**src/lbac_pkg.sv**
```systemverilog
// Shared types and constants for the LRU block address cache directory.
// Used by the controller, the datapath and the top level; depends on nothing.
package lbac_pkg;

	localparam int ADDR_W      = 48;
	localparam int CNT_W       = 32;
	localparam int SLOT_W      = 4;
	localparam int REQ_W       = 2;
	localparam int S_TDATA_W   = 48;
	localparam int M_TDATA_W   = 72;

	typedef enum logic [REQ_W-1:0] {
		REQ_LOOKUP = 2'd0,
		REQ_INSERT = 2'd1,
		REQ_INVAL  = 2'd2
	} req_t;

	typedef enum logic [1:0] {
		ST_IDLE,
		ST_MATCH,
		ST_COMMIT
	} state_t;

	typedef struct packed {
		logic load;
		logic match;
		logic commit;
	} lbac_cmd_t;

endpackage

```
**src/lbac_ctrl.sv**
```systemverilog
// Controller state machine for the LRU block address cache directory.
// Sequences capture, match and commit and owns the result valid flag; uses lbac_pkg.
module lbac_ctrl (
	input  logic             clk,
	input  logic             arst_n,
	input  logic             s_tvalid,
	output logic             s_tready,
	output logic             m_tvalid,
	input  logic             m_tready,
	output lbac_pkg::lbac_cmd_t cmd
);
	import lbac_pkg::*;

	state_t state_q;
	state_t state_d;
	logic   m_tvalid_q;
	logic   commit_ok;
	logic   accept;

	assign commit_ok = !m_tvalid_q || m_tready;
	assign accept    = s_tvalid && s_tready;
	assign m_tvalid  = m_tvalid_q;

	always_comb begin
		state_d = state_q;
		unique case (state_q)
			ST_IDLE: begin
				if (accept) state_d = ST_MATCH;
			end
			ST_MATCH: begin
				state_d = ST_COMMIT;
			end
			ST_COMMIT: begin
				if (commit_ok) state_d = accept ? ST_MATCH : ST_IDLE;
			end
			default: begin
				state_d = ST_IDLE;
			end
		endcase
	end

	always_comb begin
		s_tready   = 1'b0;
		cmd.match  = 1'b0;
		cmd.commit = 1'b0;
		unique case (state_q)
			ST_IDLE: begin
				s_tready = 1'b1;
			end
			ST_MATCH: begin
				cmd.match = 1'b1;
			end
			ST_COMMIT: begin
				// The next request may enter in the same cycle that this one commits.
				s_tready   = commit_ok;
				cmd.commit = commit_ok;
			end
			default: begin
				s_tready = 1'b0;
			end
		endcase
		cmd.load = s_tvalid && s_tready;
	end

	always_ff @(posedge clk or negedge arst_n) begin
		if (!arst_n) begin
			state_q    <= ST_IDLE;
			m_tvalid_q <= 1'b0;
		end else begin
			state_q <= state_d;
			if (cmd.commit) m_tvalid_q <= 1'b1;
			else if (m_tready) m_tvalid_q <= 1'b0;
		end
	end

	a_load_then_match: assert property (@(posedge clk) disable iff (!arst_n)
		cmd.load |=> state_q == ST_MATCH)
		else $error("accepted request did not enter the match step");

	a_match_then_commit: assert property (@(posedge clk) disable iff (!arst_n)
		state_q == ST_MATCH |=> state_q == ST_COMMIT)
		else $error("match step not followed by commit step");

	a_result_from_commit: assert property (@(posedge clk) disable iff (!arst_n)
		$rose(m_tvalid_q) |-> $past(cmd.commit))
		else $error("result appeared without a commit");

endmodule

```
**src/lbac_datapath.sv**
```systemverilog
// Datapath of the LRU block address cache directory: tag, valid and rank
// registers, parallel match, victim select, counters and result register; uses lbac_pkg.
module lbac_datapath #(
	parameter int Entries = 16
) (
	input  logic                               clk,
	input  logic                               arst_n,
	input  lbac_pkg::lbac_cmd_t                cmd,
	input  logic [lbac_pkg::REQ_W-1:0]         req_in,
	input  logic [lbac_pkg::ADDR_W-1:0]        addr_in,
	output logic [lbac_pkg::M_TDATA_W-1:0]     result
);
	import lbac_pkg::*;

	localparam int IW = (Entries > 1) ? $clog2(Entries) : 1;

	// Entry state.
	logic              valid_q [Entries];
	logic [ADDR_W-1:0] tag_q   [Entries];
	logic [IW-1:0]     rank_q  [Entries];
	logic [CNT_W-1:0]  hit_q;
	logic [CNT_W-1:0]  miss_q;

	// Captured request.
	logic [REQ_W-1:0]  req_s1;
	logic [ADDR_W-1:0] addr_s1;

	// Match results.
	logic [REQ_W-1:0]   req_s2;
	logic [ADDR_W-1:0]  addr_s2;
	logic               found_s2;
	logic [Entries-1:0] touch_oh_s2;
	logic [IW-1:0]      touch_idx_s2;
	logic [IW-1:0]      own_s2;

	// Result register.
	logic              found_q;
	logic [SLOT_W-1:0] slot_q;
	logic [CNT_W-1:0]  hit_out_q;
	logic [CNT_W-1:0]  miss_out_q;

	logic [Entries-1:0] hit_vec;
	logic [Entries-1:0] free_vec;
	logic [Entries-1:0] lru_vec;
	logic [Entries-1:0] hit_oh;
	logic [Entries-1:0] free_oh;
	logic [Entries-1:0] lru_oh;
	logic [Entries-1:0] touch_oh;
	logic [IW-1:0]      touch_idx;
	logic [IW-1:0]      own_rank;
	logic               found;
	logic               any_hit;
	logic               touch_any;
	logic [CNT_W-1:0]   hit_d;
	logic [CNT_W-1:0]   miss_d;
	logic [IW+SLOT_W-1:0] slot_ext;

	always_comb begin
		for (int i = 0; i < Entries; i++) begin
			hit_vec[i]  = valid_q[i] && (tag_q[i] == addr_s1);
			free_vec[i] = !valid_q[i];
			lru_vec[i]  = (rank_q[i] == '0);
		end
		// Isolate the lowest set bit of each vector.
		hit_oh  = hit_vec & (~hit_vec + Entries'(1));
		free_oh = free_vec & (~free_vec + Entries'(1));
		lru_oh  = lru_vec & (~lru_vec + Entries'(1));
		any_hit = |hit_vec;

		found    = 1'b0;
		touch_oh = '0;
		case (req_s1) inside
			REQ_LOOKUP, REQ_INVAL: begin
				found    = any_hit;
				touch_oh = hit_oh;
			end
			REQ_INSERT: begin
				// With every entry valid the ranks form a permutation, so rank zero is unique.
				touch_oh = (|free_vec) ? free_oh : lru_oh;
			end
			default: begin
				touch_oh = '0;
			end
		endcase

		touch_idx = '0;
		own_rank  = '0;
		for (int i = 0; i < Entries; i++) begin
			touch_idx = touch_idx | (touch_oh[i] ? IW'(i) : '0);
			own_rank  = own_rank | (touch_oh[i] ? rank_q[i] : '0);
		end
	end

	always_ff @(posedge clk) begin
		if (cmd.load) begin
			req_s1  <= req_in;
			addr_s1 <= addr_in;
		end
		if (cmd.match) begin
			req_s2       <= req_s1;
			addr_s2      <= addr_s1;
			found_s2     <= found;
			touch_oh_s2  <= touch_oh;
			touch_idx_s2 <= touch_idx;
			own_s2       <= own_rank;
		end
	end

	always_comb begin
		hit_d  = hit_q;
		miss_d = miss_q;
		if (req_s2 == REQ_LOOKUP) begin
			if (found_s2) begin
				if (hit_q != '1) hit_d = hit_q + CNT_W'(1);
			end else if (miss_q != '1) begin
				miss_d = miss_q + CNT_W'(1);
			end
		end
		touch_any = |touch_oh_s2;
		slot_ext  = {{SLOT_W{1'b0}}, touch_idx_s2};
	end

	always_ff @(posedge clk or negedge arst_n) begin
		if (!arst_n) begin
			for (int i = 0; i < Entries; i++) begin
				valid_q[i] <= 1'b0;
				rank_q[i]  <= '0;
			end
			hit_q  <= '0;
			miss_q <= '0;
		end else if (cmd.commit) begin
			hit_q  <= hit_d;
			miss_q <= miss_d;
			for (int i = 0; i < Entries; i++) begin
				if (touch_oh_s2[i]) begin
					rank_q[i] <= IW'(Entries - 1);
					if (req_s2 == REQ_INSERT) valid_q[i] <= 1'b1;
					else if (req_s2 == REQ_INVAL) valid_q[i] <= 1'b0;
				end else if (touch_any && rank_q[i] > own_s2) begin
					rank_q[i] <= rank_q[i] - IW'(1);
				end
			end
		end
	end

	always_ff @(posedge clk) begin
		if (cmd.commit) begin
			for (int i = 0; i < Entries; i++) begin
				if (touch_oh_s2[i] && req_s2 == REQ_INSERT) tag_q[i] <= addr_s2;
			end
			found_q    <= found_s2;
			slot_q     <= slot_ext[SLOT_W-1:0];
			hit_out_q  <= hit_d;
			miss_out_q <= miss_d;
		end
	end

	assign result = {3'b000, miss_out_q, hit_out_q, slot_q, found_q};

	a_single_touch: assert property (@(posedge clk) disable iff (!arst_n)
		cmd.commit |-> $onehot0(touch_oh_s2))
		else $error("more than one entry selected for update");

	a_hits_monotonic: assert property (@(posedge clk) disable iff (!arst_n)
		cmd.commit |=> hit_q >= $past(hit_q) && miss_q >= $past(miss_q))
		else $error("hit or miss counter went backwards");

	a_found_has_entry: assert property (@(posedge clk) disable iff (!arst_n)
		cmd.commit && found_s2 |-> touch_any)
		else $error("match reported without a selected entry");

endmodule

```
**src/lru_block_address_cache.sv**
```systemverilog
// Top level of the LRU block address cache directory.
// Joins lbac_ctrl and lbac_datapath; uses lbac_pkg.
//
// A fully associative directory of 48-bit block addresses with least-recently-used
// replacement. Each request (tuser: 0 lookup, 1 insert, 2 invalidate) runs a match step
// and then an update step: in the match step all valid tags are compared in parallel and
// the lowest matching entry, or for an insert the lowest free entry or else the least
// recent one, is picked; in the update step the ranks, valid bits, tag and saturating
// hit/miss counters are updated and the result is loaded into the output register. A new
// request is taken in the update step, so it is captured while the last one updates if
// the result side keeps up; a stalled result holds the update step until it is taken.
module lru_block_address_cache #(
	parameter int ENTRIES = 16
) (
	input  logic                           clk,
	input  logic                           arst_n,
	input  logic                           s_tvalid,
	output logic                           s_tready,
	input  logic [lbac_pkg::S_TDATA_W-1:0] s_tdata,  // [47:0] block_addr
	input  logic [lbac_pkg::REQ_W-1:0]     s_tuser,  // [1:0] req_type
	output logic                           m_tvalid,
	input  logic                           m_tready,
	output logic [lbac_pkg::M_TDATA_W-1:0] m_tdata   // [0] found, [4:1] slot,
	                                                 // [36:5] hit_total,
	                                                 // [68:37] miss_total, rest zero
);
	import lbac_pkg::*;

	lbac_cmd_t cmd;

	lbac_ctrl u_ctrl (
		.clk      (clk),
		.arst_n   (arst_n),
		.s_tvalid (s_tvalid),
		.s_tready (s_tready),
		.m_tvalid (m_tvalid),
		.m_tready (m_tready),
		.cmd      (cmd)
	);

	lbac_datapath #(
		.Entries (ENTRIES)
	) u_datapath (
		.clk     (clk),
		.arst_n  (arst_n),
		.cmd     (cmd),
		.req_in  (s_tuser),
		.addr_in (s_tdata[ADDR_W-1:0]),
		.result  (m_tdata)
	);

endmodule
```
**config.mk**
```make
export PLATFORM = sky130hd
export DESIGN_NAME = lru_block_address_cache
export DESIGN_NICKNAME = d
export VERILOG_FILES = /design/src/lbac_pkg.sv /design/src/lbac_ctrl.sv /design/src/lbac_datapath.sv /design/src/lru_block_address_cache.sv
export SDC_FILE = /design/constraint.sdc
export NUM_CORES = 2
export LEC_CHECK = 0
export BUFFER_PORTS_ARGS = -buffer_cell sky130_fd_sc_hd__buf_2
export CAP_MARGIN = 20
export CORE_MARGIN = 2
export CORE_UTILIZATION = 55
export CTS_BUF_LIST = sky130_fd_sc_hd__clkbuf_4
export DETAILED_ROUTE_END_ITERATION = 16
export PLACE_DENSITY = 0.74
export SYNTH_ARGS = -nofsm -noshare
export SYNTH_HDL_FRONTEND = slang
export SYNTH_SLANG_ARGS = --single-unit
```
**constraint.sdc**
```tcl
create_clock -name clk -period 4.7 [get_ports clk]
set_clock_uncertainty 0.2 [all_clocks]
set_input_delay 0.94 -clock clk [delete_from_list [all_inputs] [get_ports clk]]
set_output_delay 0.94 -clock clk [all_outputs]
set_load 0.03 [all_outputs]
```
==> impl_results.md <==
* Max-Cap Viols at 0
* Static leakage at 20.9 nW
* Final critical delay including setup and external delays at between 4 and 5 ns
* Sequential share of power at 0.519
* Layout Nets at 4348
* Period utilisation layout at 1.00
* Flip-flop and latch count after synthesis at 1109
* Placeable core region at 0.0901 mm²
* Data required time at the worst endpoint at about 5.4 ns
* Count of buffers inserted at the top-level ports at 124
* Post-placement setup slack at -0.0734 ns
* Worst setup path endpoint: u_datapath.own_s2[1]
* Die Ht at 306 µm
* Highest attainable clock frequency at 212 MHz
* Worst max-slew margin expressed relative to the limit at 0.163
* Worst path buffer plus inverter count at 1
* Cell family contributing the most delay on the critical path: simple AND/OR/NAND/NOR gates
* Cell type of the slowest stage on the worst timing path: sky130_fd_sc_hd__nor4_1
* Result of the run: finished with violations
* Utilization of the core after routing at 0.642
* Top post-synthesis cells by area: sky130_fd_sc_hd__edfxtp_1 (58%), sky130_fd_sc_hd__xor2_1 (9.3%), sky130_fd_sc_hd__dfrtp_1 (7.3%), sky130_fd_sc_hd__xnor2_1 (5.3%), sky130_fd_sc_hd__ha_1 (2.1%)
* Combinational cell fraction of total power at 0.127
* Post-route insts no fill at 5578
* Portion of total power attributed to the clock network at 0.354
* Kind of launch point of the worst setup path: flip-flop
* Sequential element share of the synthesized area at 0.649
* Cell seen most often among critical-path stages: sky130_fd_sc_hd__nor4_1
* Mean instance size in the synthesized netlist at 13.8 µm²
* Max Transition Viols Final at 0
* # H-tree levels at 5
* Worst-path cell chain: buf_4 -> xor2_1 -> nor4_1 -> nand4_1 -> nor4_1 -> or4b_2 -> nand3b_1 -> o32ai_1 -> a2111oi_2 -> or3b_1
* Number of synthesized flops with an enable pin at 962
* Routability Congestion at between 0.9 and 1
* FF-to-FF setup slack at -0.02 ns
* Synthesized cell area at 0.0501 mm²
* Area overhead of the layout relative to synthesis at 15.5%
* Clk pin slew, worst setup/hold paths at 0.06 ns
* Design Area, Final at 0.0579 mm²
* Unrepaired setup endpoints after global routing: false
* Worst hold slack across all endpoints at about 0.22 ns
* Cell area power density at 406 mW/mm²
* Global-route wire length before repair at about 240000 µm
* Antenna violations before repair at 3
* Count of routing violations after the opening detailed-route iteration at a little over 5000
* Total wire length after detailed routing at 172000 µm
* Final Hold Viols at 0
* Final routed wire length divided by cell count at ~31 µm
* Commonest cells post-synth: sky130_fd_sc_hd__edfxtp_1 (962), sky130_fd_sc_hd__xor2_1 (535), sky130_fd_sc_hd__xnor2_1 (305)
* Hold Crit Class: flip-flop to flip-flop
* Post-detailed-route via-to-cell ratio at 6.26
* Insertion delay to the later sink of the worst-skew pair at ~1.2 ns
* TritonCTS clock tree: yes
* Area share of the largest cell type after synthesis at 0.576
* Maximum vdd ir drop at 0.339 mV
* Number of buffers on the longest clock path at 4
* Critical path class: flip-flop to flip-flop
* Share of total power consumed by net switching at 0.286
* Site Rows at 110
* Detail Placement HPWL at 113000 µm
* Number of nets with antenna violations after detailed routing at 0
* Transition at the pin with the smallest max-transition slack at 1.26 ns
* Vias in the first global route at around 34000
* Tot GR Track Use at 0.367
* Largest stage delay on the critical path at 0.80 ns
* Cell depth of the worst setup path at 10
* Setup slack of the critical path after layout at -0.0164 ns
* Primary FF master, synth: sky130_fd_sc_hd__edfxtp_1
* Number of cells on the worst reg-to-reg path at 10
* Count of TritonRoute iterations in the first routing pass at 7
* Startpoint of the worst-slack reg-to-reg timing path: u_datapath.addr_s1[19]
* CTS root buffer: sky130_fd_sc_hd__clkbuf_4
* Cts bufs inserted at 303
* Yosys warning count at 0
* Crit path capture type: flip-flop
* Instance area after placement at 0.0537 mm²
* Internal at 16.8 mW
* Most frequently used cell type in the post-synthesis netlist: sky130_fd_sc_hd__edfxtp_1
* Pin count of the biggest net entering global routing at 85
* Initial core utilization at 0.556
* Power spent charging and discharging nets at 6.72 mW
* Violated checks: negative setup slack
* DRC at 0
* Synth async-reset ratio at 0.133
* Number of top-level pins at 128
* Endpoint of the worst-slack reg-to-reg timing path: u_datapath.own_s2[1]
* Crit path from: u_datapath.addr_s1[19]
* Number of clock sinks seen by CTS at 1109
* Total grt overflow at 0
* Proportion of layout cells with a drive suffix above 1 at 0.197
* Sum of negative setup slack at -0.0164 ns
* Instance count after placement with tap cells included at 5023
* Post-route total power at 23.5 mW
* Total Die Area at approximately 0.094 mm²
* Syn Inst Count at 3647
* Arrival time of the worst setup path at 5.38 ns
* Final setup vio count at 1
* Distinct cell type count of the synthesized netlist at 81
* Worst-path fanout max at 7
* Cell taking the most area after synthesis: sky130_fd_sc_hd__edfxtp_1
* Die Span X at 306 µm
* Routed via count at about 35000
-- layout by cell type, fill, tap and decap left out, types with 38 or more instances in the layout --
| master | count |
|---|---|
| sky130_fd_sc_hd__edfxtp_1 | 962 |
| sky130_fd_sc_hd__xor2_1 | 535 |
| sky130_fd_sc_hd__clkbuf_4 | 433 |
| sky130_fd_sc_hd__xnor2_1 | 305 |
| sky130_fd_sc_hd__buf_4 | 191 |
| sky130_fd_sc_hd__nand2_1 | 188 |
| sky130_fd_sc_hd__nor4_1 | 161 |
| sky130_fd_sc_hd__dfrtp_1 | 147 |
| sky130_fd_sc_hd__nand4_1 | 126 |
| sky130_fd_sc_hd__buf_2 | 123 |
| sky130_fd_sc_hd__nand3_1 | 119 |
| sky130_fd_sc_hd__nor2_1 | 110 |
| sky130_fd_sc_hd__inv_1 | 106 |
| sky130_fd_sc_hd__nand2b_1 | 93 |
| sky130_fd_sc_hd__ha_1 | 85 |
| sky130_fd_sc_hd__nor3_1 | 69 |
| sky130_fd_sc_hd__a21oi_1 | 59 |
| sky130_fd_sc_hd__dlygate4sd3_1 | 53 |
| sky130_fd_sc_hd__clkinv_1 | 38 |
-- kinds of logic after synthesis --
group,count (synthesis),share of synthesized area
AND/OR/NAND/NOR,1073,0.118
flip-flops,1109,0.649
AO/OA/AOI/OAI,263,0.0380
buffers and inverters,257,0.0223
multiplexers,19,0.00424
XOR/XNOR,840,0.147
other,1,0.0000748
adder cells (fa/ha/maj),85,0.0212
-- timing repair --
| item | in CTS | in global routing |
|---|---|---|
| hold buffers | 53 | 0 |
| setup buffers | 0 | 2 |
| setup endpoints to repair | 3 | 7 |
| resized for setup | 1 | 3 |
| hold endpoints to repair | 136 | 0 |
-- registers in the layout, summed over array words and instances, names as in the netlist, 2 cells and up --
signal / count
u_ctrl.state_q: 2
u_datapath.addr_s1: 48
u_datapath.addr_s2: 48
u_datapath.hit_out_q: 32
u_datapath.hit_q: 32
u_datapath.miss_out_q: 32
u_datapath.miss_q: 32
u_datapath.own_s2: 4
u_datapath.rank_q: 64
u_datapath.req_s1: 2
u_datapath.req_s2: 2
u_datapath.slot_q: 4
u_datapath.tag_q: 768
u_datapath.touch_idx_s2: 4
u_datapath.touch_oh_s2: 16
u_datapath.valid_q: 16
-- area by class of cell --
| cell class | count | area (µm²) |
|---|---|---|
| clock buffers | 433 | 3250 |
| fillers | 6678 | 32200 |
| inverters | 107 | 407 |
| clock inverters | 54 | 322 |
| flip-flops and latches | 1109 | 32600 |
| well taps | 1176 | 1470 |
| diodes | 11 | 27.5 |
| repair buffers | 405 | 3330 |
| multi-input cells | 2283 | 16500 |
-- worst reg2reg max path: cells and delay by family, from the launching register on --
kind	cells	cell delay, ns
xor gates and xnor gates	1	0.18
DFF	1	0.63
AOI/OAI and AO/OA	2	0.50
and+or+nand+nor	6	2.62
buffers and inverters	1	0.31
-- layer usage --
layer  global-route usage  vias up  part of all wire
li1                     -    14731                 -
met1                0.459    17088              0.36
met2                0.569     2482              0.46
met3               0.0969      592              0.12
met4                0.238        0             0.068
met5                    0        -                 0
-- power groups by stage --
stage	Clock (mW)	Sequential, mW	Combinational (mW)
after floorplan	0	11.9	1.76
after global placement	0	12.4	2.81
after detailed placement	0	12.4	2.88
after CTS	8.41	12.2	2.93
after global routing	8.93	12.2	3.23
final	8.32	12.2	2.99
-- how the worst min path moves through the flow --
stage,slack [ns],cells past startpoint,startpoint,endpoint
after global routing,0.19,2,s_tdata[35],u_datapath.addr_s1[35]
after detailed placement,0.21,0,u_datapath.touch_idx_s2[1],u_datapath.slot_q[1]
after floorplan,0.20,0,u_datapath.touch_idx_s2[0],u_datapath.slot_q[0]
after global placement,0.21,0,u_datapath.touch_idx_s2[1],u_datapath.slot_q[1]
after CTS,0.17,2,s_tdata[5],u_datapath.addr_s1[5]
final,0.22,0,u_datapath.touch_idx_s2[1],u_datapath.slot_q[1]
Note: power is estimated with default switching activity, not from simulation.
